$ cat config.mk
export PLATFORM = sky130hd
export DESIGN_NAME = home_computer_bank_decoder_flat
export DESIGN_NICKNAME = d
export VERILOG_FILES = /design/src/rtl/hcbd_pkg.sv /design/src/rtl/hcbd_if.sv /design/src/rtl/home_computer_bank_decoder.sv /design/src/rtl/hcbd_decode.sv /design/src/flat_wrapper.sv
export SDC_FILE = /design/constraint.sdc
export NUM_CORES = 1
export LEC_CHECK = 0
export ABC_CLOCK_PERIOD_IN_PS = 5500
export BUFFER_PORTS_ARGS = -buffer_cell sky130_fd_sc_hd__buf_2
export CORE_ASPECT_RATIO = 0.5
export CORE_MARGIN = 2
export CORE_UTILIZATION = 59
export DETAILED_ROUTE_END_ITERATION = 10
export PLACE_DENSITY = 0.85
export RECOVER_POWER = 100
export SYNTH_ARGS = -nofsm -noshare
export SYNTH_HDL_FRONTEND = slang
export SYNTH_SLANG_ARGS = --single-unit
$ cat constraint.sdc
create_clock -name clk -period 5.5 [get_ports clk]
set_input_delay 1.1 -clock clk [delete_from_list [all_inputs] [get_ports clk]]
set_output_delay 1.1 -clock clk [all_outputs]
set_load 0.02 [all_outputs]
$ cat src/rtl/hcbd_pkg.sv
package hcbd_pkg;

    // Target codes
    localparam logic [3:0] TGT_RAM    = 4'd0;
    localparam logic [3:0] TGT_ROM    = 4'd1;
    localparam logic [3:0] TGT_VIC    = 4'd2;
    localparam logic [3:0] TGT_SID    = 4'd3;
    localparam logic [3:0] TGT_COLOUR = 4'd4;
    localparam logic [3:0] TGT_CIA1   = 4'd5;
    localparam logic [3:0] TGT_CIA2   = 4'd6;
    localparam logic [3:0] TGT_EXP    = 4'd7;
    localparam logic [3:0] TGT_PORT   = 4'd8;

    // Access kinds
    localparam logic FUNC_READ  = 1'b0;
    localparam logic FUNC_WRITE = 1'b1;

    // Address map
    localparam logic [15:0] ADDR_CART_LO  = 16'h8000;
    localparam logic [15:0] ADDR_BASIC_LO = 16'hA000;
    localparam logic [15:0] ADDR_HIMEM_LO = 16'hC000;
    localparam logic [15:0] ADDR_IO_LO    = 16'hD000;
    localparam logic [15:0] ADDR_SID_LO   = 16'hD400;
    localparam logic [15:0] ADDR_COLOUR   = 16'hD800;
    localparam logic [15:0] ADDR_COLOUR_HI = 16'hDBFF;
    localparam logic [15:0] ADDR_CIA2_LO  = 16'hDD00;
    localparam logic [15:0] ADDR_EXP      = 16'hDE00;
    localparam logic [15:0] ADDR_KERNEL_LO = 16'hE000;

    localparam logic [15:0] MASK_VIC = 16'h003F;
    localparam logic [15:0] MASK_SID = 16'h001F;
    localparam logic [15:0] MASK_CIA = 16'h000F;

    localparam logic [7:0] PORT_DIR_RESET = 8'h2F;
    localparam logic [7:0] PORT_VAL_RESET = 8'h1F;

    typedef struct packed {
        logic [7:0] port_direction;
        logic [7:0] port_value;
        logic       kernel_visible;
        logic       basic_visible;
        logic       char_visible;
        logic       io_visible;
    } bank_state_t;

    typedef struct packed {
        logic        func;
        logic [15:0] address;
        logic [7:0]  write_byte;
        logic [7:0]  external_port_bits;
    } access_t;

    typedef struct packed {
        logic [3:0]  target;
        logic [15:0] device_address;
        logic [7:0]  device_write_byte;
        logic [7:0]  port_read_byte;
        logic        bank_switch;
        logic [5:0]  bank_number;
    } route_t;

endpackage

$ cat src/rtl/hcbd_if.sv
interface hcbd_in_if;
    logic        valid;
    logic        ready;
    logic        func;
    logic [15:0] address;
    logic [7:0]  write_byte;
    logic [7:0]  external_port_bits;

    modport source (output valid, output func, output address, output write_byte,
                    output external_port_bits, input ready);
    modport sink   (input valid, input func, input address, input write_byte,
                    input external_port_bits, output ready);
endinterface

interface hcbd_out_if;
    logic        valid;
    logic        ready;
    logic [3:0]  target;
    logic [15:0] device_address;
    logic [7:0]  device_write_byte;
    logic [7:0]  port_read_byte;
    logic        bank_switch;
    logic [5:0]  bank_number;

    modport source (output valid, output target, output device_address,
                    output device_write_byte, output port_read_byte,
                    output bank_switch, output bank_number, input ready);
    modport sink   (input valid, input target, input device_address,
                    input device_write_byte, input port_read_byte,
                    input bank_switch, input bank_number, output ready);
endinterface

interface hcbd_cfg_if;
    logic valid;
    logic ready;
    logic cartridge_visible;

    modport source (output valid, output cartridge_visible, input ready);
    modport sink   (input valid, input cartridge_visible, output ready);
endinterface

$ cat src/rtl/home_computer_bank_decoder.sv
// An accepted item waits in the input register, and its route is written to the result
// register when that register is free or being emptied.
// Throughput: one item per cycle; the input side stalls only while the result is held.
// Reset (rst_n, asynchronous, active low) empties both registers, sets the port
// direction to 2F, the port data to 1F, kernel, basic and I/O visible, character ROM
// hidden and the cartridge hidden.
module home_computer_bank_decoder
    import hcbd_pkg::*;
(
    input logic          clk,
    input logic          rst_n,
    hcbd_in_if.sink      item_in,
    hcbd_out_if.source   item_out,
    hcbd_cfg_if.sink     cfg
);

    // Input register: one access waiting to be decoded
    logic        in_valid_reg;
    access_t     in_item_reg;

    // Result register
    logic        out_valid_reg;
    route_t      out_item_reg;

    // Port and visibility state, plus the cartridge setting
    bank_state_t state_reg;
    bank_state_t state_next;
    logic        cartridge_visible_reg;

    route_t      route;
    logic        advance;

    // Move the held access to the result register whenever that slot is free or
    // being emptied; the state changes at the same edge, so accesses apply in order.
    assign advance      = in_valid_reg && (!out_valid_reg || item_out.ready);
    assign item_in.ready = !in_valid_reg || advance;
    assign cfg.ready    = 1'b1;

    always_ff @(posedge clk or negedge rst_n)
    begin
        if (!rst_n)
            cartridge_visible_reg <= 1'b0;
        else if (cfg.valid)
            cartridge_visible_reg <= cfg.cartridge_visible;
    end

    // Capture a new item
    always_ff @(posedge clk or negedge rst_n)
    begin
        if (!rst_n)
            in_valid_reg <= 1'b0;
        else if (item_in.ready)
            in_valid_reg <= item_in.valid;
    end

    always_ff @(posedge clk)
    begin
        if (item_in.valid && item_in.ready)
        begin
            in_item_reg.func               <= item_in.func;
            in_item_reg.address            <= item_in.address;
            in_item_reg.write_byte         <= item_in.write_byte;
            in_item_reg.external_port_bits <= item_in.external_port_bits;
        end
    end

    hcbd_decode u_decode (
        .acc               (in_item_reg),
        .state             (state_reg),
        .cartridge_visible (cartridge_visible_reg),
        .route             (route),
        .state_next        (state_next)
    );

    // Commit port and flag updates only when the access leaves the input register
    always_ff @(posedge clk or negedge rst_n)
    begin
        if (!rst_n)
        begin
            state_reg.port_direction <= PORT_DIR_RESET;
            state_reg.port_value     <= PORT_VAL_RESET;
            state_reg.kernel_visible <= 1'b1;
            state_reg.basic_visible  <= 1'b1;
            state_reg.char_visible   <= 1'b0;
            state_reg.io_visible     <= 1'b1;
        end
        else if (advance)
            state_reg <= state_next;
    end

    // Result register: hold until taken
    always_ff @(posedge clk or negedge rst_n)
    begin
        if (!rst_n)
            out_valid_reg <= 1'b0;
        else if (advance)
            out_valid_reg <= 1'b1;
        else if (item_out.ready)
            out_valid_reg <= 1'b0;
    end

    always_ff @(posedge clk)
    begin
        if (advance)
            out_item_reg <= route;
    end

    assign item_out.valid             = out_valid_reg;
    assign item_out.target            = out_item_reg.target;
    assign item_out.device_address    = out_item_reg.device_address;
    assign item_out.device_write_byte = out_item_reg.device_write_byte;
    assign item_out.port_read_byte    = out_item_reg.port_read_byte;
    assign item_out.bank_switch       = out_item_reg.bank_switch;
    assign item_out.bank_number       = out_item_reg.bank_number;

    // A bank request can only come from the expansion page
    a_bank_is_expansion: assert property (@(posedge clk) disable iff (!rst_n)
        out_valid_reg && out_item_reg.bank_switch |-> out_item_reg.target == TGT_EXP)
        else $error("bank switch on a non-expansion route");

    // No bank number without a request
    a_bank_number_idle: assert property (@(posedge clk) disable iff (!rst_n)
        out_valid_reg && !out_item_reg.bank_switch |-> out_item_reg.bank_number == 6'd0)
        else $error("bank number without bank switch");

    // Port read data only on port accesses
    a_port_read_only_port: assert property (@(posedge clk) disable iff (!rst_n)
        out_valid_reg && out_item_reg.target != TGT_PORT
            |-> out_item_reg.port_read_byte == 8'd0)
        else $error("port read byte on a non-port route");

    // Character ROM and I/O never share the D000 page
    a_char_io_exclusive: assert property (@(posedge clk) disable iff (!rst_n)
        !(state_reg.char_visible && state_reg.io_visible))
        else $error("character ROM and I/O both visible");

    // Flags move only when an access leaves the input register
    a_flags_hold: assert property (@(posedge clk) disable iff (!rst_n)
        !advance |=> $stable(state_reg))
        else $error("port state changed without an access");

endmodule

$ cat src/rtl/hcbd_decode.sv
module hcbd_decode
    import hcbd_pkg::*;
(
    input  access_t     acc,
    input  bank_state_t state,
    input  logic        cartridge_visible,
    output route_t      route,
    output bank_state_t state_next
);

    logic        is_port;
    logic        is_write;
    logic        in_io;
    logic [7:0]  dir_new;
    logic [7:0]  val_new;
    logic [7:0]  lines;
    logic [3:0]  io_target;
    logic [15:0] io_dev;

    assign is_port  = (acc.address[15:1] == 15'd0);
    assign is_write = (acc.func == FUNC_WRITE);
    assign in_io    = (acc.address >= ADDR_IO_LO) && (acc.address < ADDR_KERNEL_LO);

    // Port registers as they stand after this access
    always_comb
    begin
        dir_new = state.port_direction;
        val_new = state.port_value;
        if (is_port && is_write)
        begin
            if (acc.address[0] == 1'b0)
                dir_new = acc.write_byte;
            else
                val_new = acc.write_byte;
        end
        lines = (dir_new & val_new) | (~dir_new & acc.external_port_bits);
    end

    always_comb
    begin
        state_next = state;
        if (is_port && is_write)
        begin
            state_next.port_direction = dir_new;
            state_next.port_value     = val_new;
            state_next.kernel_visible = lines[1];
            state_next.basic_visible  = (lines[1:0] == 2'b11);
            state_next.char_visible   = !lines[2] && (lines[1:0] != 2'b00);
            state_next.io_visible     = lines[2] && (lines[1:0] != 2'b00);
        end
    end

    // I/O page split
    always_comb
    begin
        if (acc.address < ADDR_SID_LO)
        begin
            io_target = TGT_VIC;
            io_dev    = acc.address & MASK_VIC;
        end
        else if (acc.address < ADDR_COLOUR)
        begin
            io_target = TGT_SID;
            io_dev    = acc.address & MASK_SID;
        end
        else if (acc.address <= ADDR_COLOUR_HI)
        begin
            io_target = TGT_COLOUR;
            io_dev    = acc.address - ADDR_COLOUR;
        end
        else if (acc.address < ADDR_CIA2_LO)
        begin
            io_target = TGT_CIA1;
            io_dev    = acc.address & MASK_CIA;
        end
        else if (acc.address < ADDR_EXP)
        begin
            io_target = TGT_CIA2;
            io_dev    = acc.address & MASK_CIA;
        end
        else
        begin
            io_target = TGT_EXP;
            io_dev    = acc.address - ADDR_EXP;
        end
    end

    always_comb
    begin
        route                   = '0;
        route.device_address    = acc.address;
        route.target            = TGT_RAM;
        if (is_port)
        begin
            route.target         = TGT_PORT;
            route.port_read_byte = acc.address[0] ? lines : dir_new;
            if (is_write)
                route.device_write_byte = acc.write_byte;
        end
        else if (is_write)
        begin
            route.device_write_byte = acc.write_byte;
            if (in_io && state.io_visible)
            begin
                route.target         = io_target;
                route.device_address = io_dev;
                if (io_target == TGT_COLOUR)
                    route.device_write_byte = {4'd0, acc.write_byte[3:0]};
                if (cartridge_visible && acc.address == ADDR_EXP)
                begin
                    route.bank_switch = 1'b1;
                    route.bank_number = acc.write_byte[5:0];
                end
            end
        end
        else
        begin
            if (acc.address < ADDR_CART_LO)
                route.target = TGT_RAM;
            else if (acc.address < ADDR_BASIC_LO)
                route.target = cartridge_visible ? TGT_ROM : TGT_RAM;
            else if (acc.address < ADDR_HIMEM_LO)
                route.target = (state.basic_visible || cartridge_visible) ? TGT_ROM
                                                                           : TGT_RAM;
            else if (acc.address < ADDR_IO_LO)
                route.target = TGT_RAM;
            else if (acc.address < ADDR_KERNEL_LO)
            begin
                if (state.io_visible)
                begin
                    route.target         = io_target;
                    route.device_address = io_dev;
                end
                else
                    route.target = state.char_visible ? TGT_ROM : TGT_RAM;
            end
            else
                route.target = state.kernel_visible ? TGT_ROM : TGT_RAM;
        end
    end

endmodule

$ cat src/flat_wrapper.sv
// flat-port wrapper written by rule: the top's interface ports become plain ports
module home_computer_bank_decoder_flat import hcbd_pkg::*;
  (clk, rst_n, item_in_valid, item_in_func, item_in_address, item_in_write_byte, item_in_external_port_bits, item_in_ready, item_out_valid, item_out_target, item_out_device_address, item_out_device_write_byte, item_out_port_read_byte, item_out_bank_switch, item_out_bank_number, item_out_ready, cfg_valid, cfg_cartridge_visible, cfg_ready);
  hcbd_in_if item_in_i ();
  hcbd_out_if item_out_i ();
  hcbd_cfg_if cfg_i ();
  input logic clk;
  input logic rst_n;
  input wire logic [$bits(item_in_i.valid)-1:0] item_in_valid;
  input wire logic [$bits(item_in_i.func)-1:0] item_in_func;
  input wire logic [$bits(item_in_i.address)-1:0] item_in_address;
  input wire logic [$bits(item_in_i.write_byte)-1:0] item_in_write_byte;
  input wire logic [$bits(item_in_i.external_port_bits)-1:0] item_in_external_port_bits;
  output wire logic [$bits(item_in_i.ready)-1:0] item_in_ready;
  output wire logic [$bits(item_out_i.valid)-1:0] item_out_valid;
  output wire logic [$bits(item_out_i.target)-1:0] item_out_target;
  output wire logic [$bits(item_out_i.device_address)-1:0] item_out_device_address;
  output wire logic [$bits(item_out_i.device_write_byte)-1:0] item_out_device_write_byte;
  output wire logic [$bits(item_out_i.port_read_byte)-1:0] item_out_port_read_byte;
  output wire logic [$bits(item_out_i.bank_switch)-1:0] item_out_bank_switch;
  output wire logic [$bits(item_out_i.bank_number)-1:0] item_out_bank_number;
  input wire logic [$bits(item_out_i.ready)-1:0] item_out_ready;
  input wire logic [$bits(cfg_i.valid)-1:0] cfg_valid;
  input wire logic [$bits(cfg_i.cartridge_visible)-1:0] cfg_cartridge_visible;
  output wire logic [$bits(cfg_i.ready)-1:0] cfg_ready;
  assign item_in_i.valid = item_in_valid;
  assign item_in_i.func = item_in_func;
  assign item_in_i.address = item_in_address;
  assign item_in_i.write_byte = item_in_write_byte;
  assign item_in_i.external_port_bits = item_in_external_port_bits;
  assign item_in_ready = item_in_i.ready;
  assign item_out_valid = item_out_i.valid;
  assign item_out_target = item_out_i.target;
  assign item_out_device_address = item_out_i.device_address;
  assign item_out_device_write_byte = item_out_i.device_write_byte;
  assign item_out_port_read_byte = item_out_i.port_read_byte;
  assign item_out_bank_switch = item_out_i.bank_switch;
  assign item_out_bank_number = item_out_i.bank_number;
  assign item_out_i.ready = item_out_ready;
  assign cfg_i.valid = cfg_valid;
  assign cfg_i.cartridge_visible = cfg_cartridge_visible;
  assign cfg_ready = cfg_i.ready;
  home_computer_bank_decoder u_core (.clk(clk), .rst_n(rst_n), .item_in(item_in_i), .item_out(item_out_i), .cfg(cfg_i));
endmodule
Yosys cells after proc, flatten, opt, wreduce, memory -nomap -nowiden
Cells that the tools add are included.
{ "op_classes": {"add_sub_neg": 2, "order_cmp": 11, "n_eq_ne": 3, "muxes": 41, "bitwise_logic": 7, "reduce_logical": 20} }
{ "op_table": {"columns": ["cell", "n"], "rows": [
  ["$mux W16", 12],
  ["$lt A16 B16 Y1 const B", 9],
  ["$mux W8", 9],
  ["$sub A16 B16 Y16 const B", 2],
  ["$mux W28", 1],
  ["$mux W4", 6],
  ["$mux W20", 1],
  ["$and A8 B8 Y8", 2],
  ["$eq A16 B16 Y1 const B", 1],
  ["$ge A16 B16 Y1 const B", 1],
  ["$le A16 B16 Y1 const B", 1],
  ["$logic_not A15 Y1", 1],
  ["$logic_and A1 B1 Y1", 8],
  ["$not A8 Y8", 1],
  ["$or A8 B8 Y8", 1],
  ["$mux W1", 7],
  ["$mux W7", 1],
  ["$mux W3", 2],
  ["$eq A4 B3 Y1 const B", 1],
  ["$mux W2", 2],
  ["$reduce_bool A2 Y1", 2],
  ["$reduce_or A4 Y1", 1],
  ["$logic_not A1 Y1", 3],
  ["$logic_or A1 B1 Y1", 3],
  ["4 further kinds", 6]
]} }
{ "word_totals": {"register_bits": 99, "input_bits": 39, "elab_cells": 103} }

Longest topological paths before layout
Gate-level depths: netlist of the first run.
{ "logic_depth": {"ltp_word": 14, "ltp_mapped": 11, "ltp_nobuf": 9} }

Modules after synthesis
From an unflattened synthesis of the first run, not the netlist that was laid out.
{ "hier_totals": {"hier_cells": 315, "area_unflattened_um2": 4473.0} }
{ "by_module_without_submodules": {"columns": ["mod", "instances", "cells_per_inst", "area_per_inst_um2", "seq_area_each_um2"], "rows": [
  ["home_computer_bank_decoder", 1, 131, 3270.6, 2874.0],
  ["hcbd_decode", 1, 184, 1202.4, 0.0]
]} }

Worst setup path after synthesis of the first run
No wires, ideal clock.
{ "synth_path": {"path_kind": "input -> register", "startpoint": "input port item_out_ready", "endpoint": "register u_core.state_reg[0] (netlist name)", "setup_ps": 92, "t_arrival_ps": 2829, "path_slack_ps": 2579, "stages": 5, "cell_sequence": "nand2b_1 -> nand2_1 -> inv_1 -> nand3_1 -> o31ai_1"} }
{ "synth_between": {"elab_chain_cells": 3} }
{ "synth_lines": {"columns": ["item", "line_no", "source"], "rows": [
  ["start, declared", "flat_wrapper.sv:22", "input wire logic [$bits(item_out_i.ready)-1:0] item_out_ready;"],
  ["$logic_or A1 B1 Y1", "home_computer_bank_decoder.sv:35", "assign advance = in_valid_reg && (!out_valid_reg || item_out.ready);"],
  ["$logic_and A1 B1 Y1", "home_computer_bank_decoder.sv:35", null],
  ["named net u_core.advance", "home_computer_bank_decoder.sv:31", "logic advance;"],
  ["$reduce_and A2 Y1 (no line)", null, null],
  ["end signal, assigned", "home_computer_bank_decoder.sv:88", "state_reg <= state_next;"],
  ["end, declared", "home_computer_bank_decoder.sv:26", "bank_state_t state_reg;"]
]} }
The timed path passes the listed nets, and every way through them passes these cells.
A chain may end at the register's enable or synchronous reset.

Worst setup path after layout of the first run
{ "layout_path": {"startpoint": "register u_core.in_item_reg[21] (netlist name)", "endpoint": "register u_core.state_reg[18] (netlist name)"} }
{ "layout_between": {"elab_chain_cells": 3, "word_cells_on_any_way": 4, "cone_classes": "mux (1); reduce/logical (3)"} }
{ "layout_lines": {"columns": ["item", "line_no", "source"], "rows": [
  ["start, declared", "home_computer_bank_decoder.sv:19", "access_t in_item_reg;"],
  ["$logic_not A15 Y1 (*)", "hcbd_decode.sv:20", "assign is_port = (acc.address[15:1] == 15'd0);"],
  ["$logic_and A1 B1 Y1 (*)", "hcbd_decode.sv:29, hcbd_decode.sv:42", null],
  ["$mux W8 or $reduce_and A2 Y1 (tied branches)", null, null]
]} }
Every way passes the cells marked *; elsewhere a longest branch is shown, timed or not.

==> results_dict.tcl, run 1 <==
set metrics [dict create \
    start_util_pct 62.0 \
    worstMarginPinSlew_ps 1890 \
    antenna_cells 0 \
    synth-edff-count 76 \
    async_flop_share_pct 23.2 \
    fillers 468 \
    violations "capacitance limit, slew limit" \
    holdPathEnd "u_core.item_out.device_address[2]" \
    cts_tree "built" \
    clk_path_buf_depth 2 \
    dieArea_mm2 0.00786 \
    power_mw 1.72 \
    cts.sinks 99 \
    grt_usage_pct 23.6 \
    grt_pass1_vias 2732 \
    antenna_found_initial 0 \
    r2r_end "u_core.state_reg[18]" \
    cts_hold_buf 0 \
    rsz0062_at_grt "no" \
    post_drt_wl_per_cell_um 17.6 \
    cts-resized-gates 0 \
    regArea_mm2 0.00287 \
    vias 2794 \
    ys_seq_elements 99 \
    synth_area_leaders "edfxtp_1 (54%), dfstp_2 (8.1%), dfrtp_1 (6.0%)" \
    die-width_um 123 \
    syn_area_mm2 0.00420 \
    drc 0 \
    dpl.hpwl_um 5880 \
    tns_ps 0 \
    synth_area_per_cell_um2 14.0 \
    clockRootBuffer "clkbuf_16" \
    io_buffers 83 \
    viasPerCell 5.76 \
    synth.net_count 343 \
    critPathMaxFanout 8 \
    reg2reg_slack_ps 1960 \
    post-cts-setup-buffer-count 0 \
    syn_inst 300 \
    synth_area_leader_cell "edfxtp_1" \
    grt_pass1_wl_um 13500 \
    multi_input_area_mm2 0.00118 \
    crit_arrival_ps 3770 \
    p_per_area_mw_per_mm2 348 \
    min_from "u_core.in_item_reg[18]" \
    r2r_cells 5 \
    post-route-period-util_pct 64.3 \
    gp_congestion 0.842 \
    num_rows 21 \
    vdd_ir_drop_max_mv 0.188 \
    clk_pin_slew_ps 60 \
    fmax_mhz 283 \
    setup_viol 0 \
    period_minus_slack_ps 3540 \
    h-tree-depth 3 \
    final_hold_viol_count 0 \
    clk_latency_ps 350 \
    synth_most_common_cell "edfxtp_1" \
    dr.pass1.iters 5 \
    report.final.slew_viol_count 34 \
    wl_um 8530 \
    status "finished, violations left" \
    ys_seq_area_share_pct 68.4 \
    die_h_um 63.7 \
    synth.top_cell.area_share_pct 54.3 \
    syn_to_final_growth_pct 17.3 \
    numCtsBuffers 9 \
    fin_worst_skew_ps 6.94 \
    largest_register_ff_count 33 \
    ys.warnings.count 0 \
    max_cap_violations 1 \
    ant_nets 0 \
    io_pins 85 \
    yosys-top-cells-count "edfxtp_1 (76), nor2_1 (28), nand2_1 (18)" \
    crit_required_ps 5730 \
    grt_max_degree 34 \
    cp-start-kind "flop" \
    finalNetCount 431 \
    hold_depth 0 \
    relSlewSlack_pct -25.9 \
    globalRoute.totalOverflow 0 \
    synth_cell_types 47 \
    r2r-start "u_core.in_item_reg[21]" \
    critPathKind "reg -> reg" \
    drive_above_1_share_pct 19.6 \
    p_leak_nw 1.95 \
    synth_flop_cell "edfxtp_1" \
    hold_class "reg -> reg" \
    dr.first_iter.drc_count 292 \
    endpoint_kind "flop" \
    core_area_mm2 0.00678 \
]
==> through the flow <==
stage	cells	hold WS (ps)	utilization, %	cell area (um^2)	setup WS [ps]
global route	485	451	72.7	4930	1790
CTS	485	445	74.3	5040	2350
global placement	469	426	69.3	4690	2530
floorplan	300	417	-	4200	2580
finish	485	443	72.7	4930	1960
detailed placement	469	429	69.3	4690	2430
==> logic make-up after synthesis <==
group / Yosys count / share of synthesized area (%)
mux: 30 / 8.13
compound gates: 49 / 7.77
buf+inv: 22 / 2.74
other cells: 1 / 0.0892
flops: 99 / 68.4
fa+ha+maj: 4 / 1.19
simple gates: 95 / 11.7
==> report_power, final <==
part           total (mW)  leakage (nW)  switching [mW]  internal, mW
Sequential          0.885          1.01          0.0272         0.857
Combinational       0.124         0.776          0.0875        0.0363
Clock               0.707         0.165           0.264         0.443
==> per-layer routing <==
metal  track usage (%)  wire length (um)  vias to the layer above
met5                 0                 0                        -
met4              9.52               203                        0
met3              7.34               654                       20
met1              29.1              3470                     1350
met2              38.8              4200                      134
li1                  -                 -                     1290
==> layout make-up <==
cell class	instances	area share [%]
clock buffers	9	4.57
clock inverters	7	2.36
inverters	13	1.01
multi-input cells	179	24.0
flip-flops and latches	99	58.3
well taps	92	2.33
repair buffers	86	7.46
==> critical path: stages (launching register included) <==
cell and delay [ps]:
edfxtp_1 380, or4_1 580, or2_0 260, or4_1 690
nor3_1 1080, mux2_2 430
==> worst max-delay path by stage <==
stage	start	to	slack, ps
3_3_place_gp	u_core.in_item_reg[19]	u_core.state_reg[11]	2530
4_1_cts	u_core.in_item_reg[32]	u_core.item_out.port_read_byte[1]	2350
3_5_place_dp	u_core.in_item_reg[32]	u_core.item_out.port_read_byte[0]	2430
6_report	u_core.in_item_reg[21]	u_core.state_reg[18]	1960
2_1_floorplan	item_out_ready	u_core.state_reg[0]	2580
5_1_grt	u_core.in_item_reg[22]	u_core.state_reg[19]	1790
==> cells in the final DEF, fill, tap and decap left out, types with 4 or more instances in the layout <==
cell type  count
dfstp_2       13
and2_0        10
and2_1         4
nand2_1       18
or4_1          4
edfxtp_1      76
ha_1           4
clkbuf_1      49
o31ai_1        4
nand3_1        6
a21oi_1       14
mux2i_1       15
inv_1         12
nand2b_1       6
dfrtp_1       10
mux2_2         8
buf_2         36
o21ai_0        8
mux2_1         7
a211oi_1       4
nor2_1        28
and3_1         4
clkbuf_16      9
Note: power is estimated with default switching activity, not from simulation.
==> inputs of run 2 (changes only) <==
Settings changed: ABC_CLOCK_PERIOD_IN_PS 5500 to 3400, CORE_UTILIZATION 59 to 54, PLACE_DENSITY 0.85 to 0.79.
Clock period 5.5 ns to 3.4 ns, I/O delays scaled along.
==> results_dict.tcl, run 2 (same netlist as run 1, synthesis figures left out) <==
set metrics [dict create \
    worstMarginPinSlew_ps 1920 \
    power_mw 2.61 \
    clkPwrFrac_pct 37.5 \
    report.final.slew_viol_count 34 \
    p_per_area_mw_per_mm2 534 \
    clockRootBuffer "clkbuf_16" \
    violations "capacitance limit, slew limit" \
    rsz0062_at_grt "no" \
    core_area_mm2 0.00743 \
    grt_pass1_wl_um 13600 \
    clk_path_buf_depth 2 \
    crit_arrival_ps 3300 \
    wl_um 8580 \
    clk_pin_slew_ps 70 \
    status "finished, violations left" \
    cp-start-kind "flop" \
    relSlewSlack_pct -28.1 \
    vias 2783 \
    io_buffers 83 \
    start_util_pct 56.5 \
    grt_max_degree 34 \
    grt_pass1_vias 2783 \
    clk_latency_ps 340 \
    critPathKind "reg -> reg" \
    cts_hold_buf 0 \
    viasPerCell 5.66 \
    p_seq_share_pct 54.6 \
    power_switching_uw 603 \
    numCtsBuffers 9 \
    post_drt_wl_per_cell_um 17.4 \
    num_rows 22 \
    globalRoute.totalOverflow 0 \
    antenna_cells 0 \
    dr.first_iter.drc_count 309 \
    largest_register_ff_count 33 \
    p_leak_nw 1.91 \
    p_sw_share_pct 23.1 \
    critPathMaxFanout 10 \
    antenna_found_initial 0 \
    die-width_um 129 \
    hold_class "reg -> reg" \
    dr.pass1.iters 5 \
    vdd_ir_drop_max_mv 0.292 \
    io_pins 85 \
    endpoint_kind "flop" \
    ant_nets 0 \
    period_minus_slack_ps 3080 \
    setup_viol 0 \
    max_cap_violations 1 \
    layout_common_cells "edfxtp_1 (76), clkbuf_1 (55), buf_2 (34)" \
    drc 0 \
    dpl.hpwl_um 6030 \
    die_h_um 66.4 \
    crit_required_ps 3630 \
    final_common_cell "edfxtp_1" \
    p_int_mw 2.01 \
    final_hold_viol_count 0 \
    fmax_mhz 325 \
    h-tree-depth 3 \
    fin_worst_skew_ps 7.24 \
    grt_usage_pct 21.7 \
    dieArea_mm2 0.00855 \
    fin_util_pct 65.8 \
    finalNetCount 434 \
    post-route-period-util_pct 90.5 \
    drive_above_1_share_pct 18.7 \
    combPwrFrac_pct 7.9 \
    syn_to_final_growth_pct 16.4 \
    cts.sinks 99 \
    post-cts-setup-buffer-count 0 \
    tns_ps 0 \
    cts-resized-gates 0 \
    cts_tree "built" \
    gp_congestion 0.939 \
]
==> run 2: area by class of cell <==
cell class | instances | area [um^2]
Inverter | 13 | 53.8
Multi-Input combinational cell | 179 | 1180
Fill cell | 579 | 2540
Timing Repair Buffer | 89 | 380
Clock buffer | 10 | 229
Sequential cell | 99 | 2870
Clock inverter | 6 | 57.6
Tap cell | 96 | 120
==> run 2: routing by layer <==
metal  vias up  part of all wire [%]  global-route usage [%]
met1      1327                    43                    27.6
met4         0                   2.1                    11.7
met2       136                    48                    34.1
met5         -                     0                       0
li1       1296                     -                       -
met3        24                   7.4                    6.55
==> run 2: path summary, 6_finish.rpt <==
kind                                   startpoint                           endpoint  slack (ps)  cells past startpoint
max                        u_core.in_item_reg[21]               u_core.state_reg[10]         320                      7
min                        u_core.in_item_reg[17]  u_core.item_out.device_address[1]         440                      0
max reg2reg                u_core.in_item_reg[21]               u_core.state_reg[10]         320                      7
min reg2reg                u_core.in_item_reg[17]  u_core.item_out.device_address[1]         440                      0
max in group asynchronous                   rst_n               u_core.state_reg[19]        2090                      1
min in group asynchronous                   rst_n       u_core.cartridge_visible_reg         580                      1
==> run 2: power groups by stage <==
stage	clock, mW	sequential, mW	combinational, mW
after floorplan	0	1.48	0.0871
after global placement	0	1.44	0.213
after detailed placement	0	1.45	0.221
after CTS	1.01	1.42	0.222
after global routing	1.05	1.43	0.227
final	0.980	1.43	0.207
==> run 2: per-stage QoR <==
stage	worst slack [ps]	cell area, um^2	instances	hold WS [ps]
2_1_floorplan	678	4200	300	384
3_3_place_gp	492	4720	476	423
3_5_place_dp	417	4720	476	428
4_1_cts	403	5010	492	305
5_1_grt	199	4890	492	461
6_report	323	4890	492	443
==> run 2: worst max-delay path: stages, from the launching register on <==
cell	delay [ps]
edfxtp_1	390
or4_1	560
or2_0	260
or4_4	590
clkinv_4	110
nand2_1	110
or3_1	560
mux2_1	380
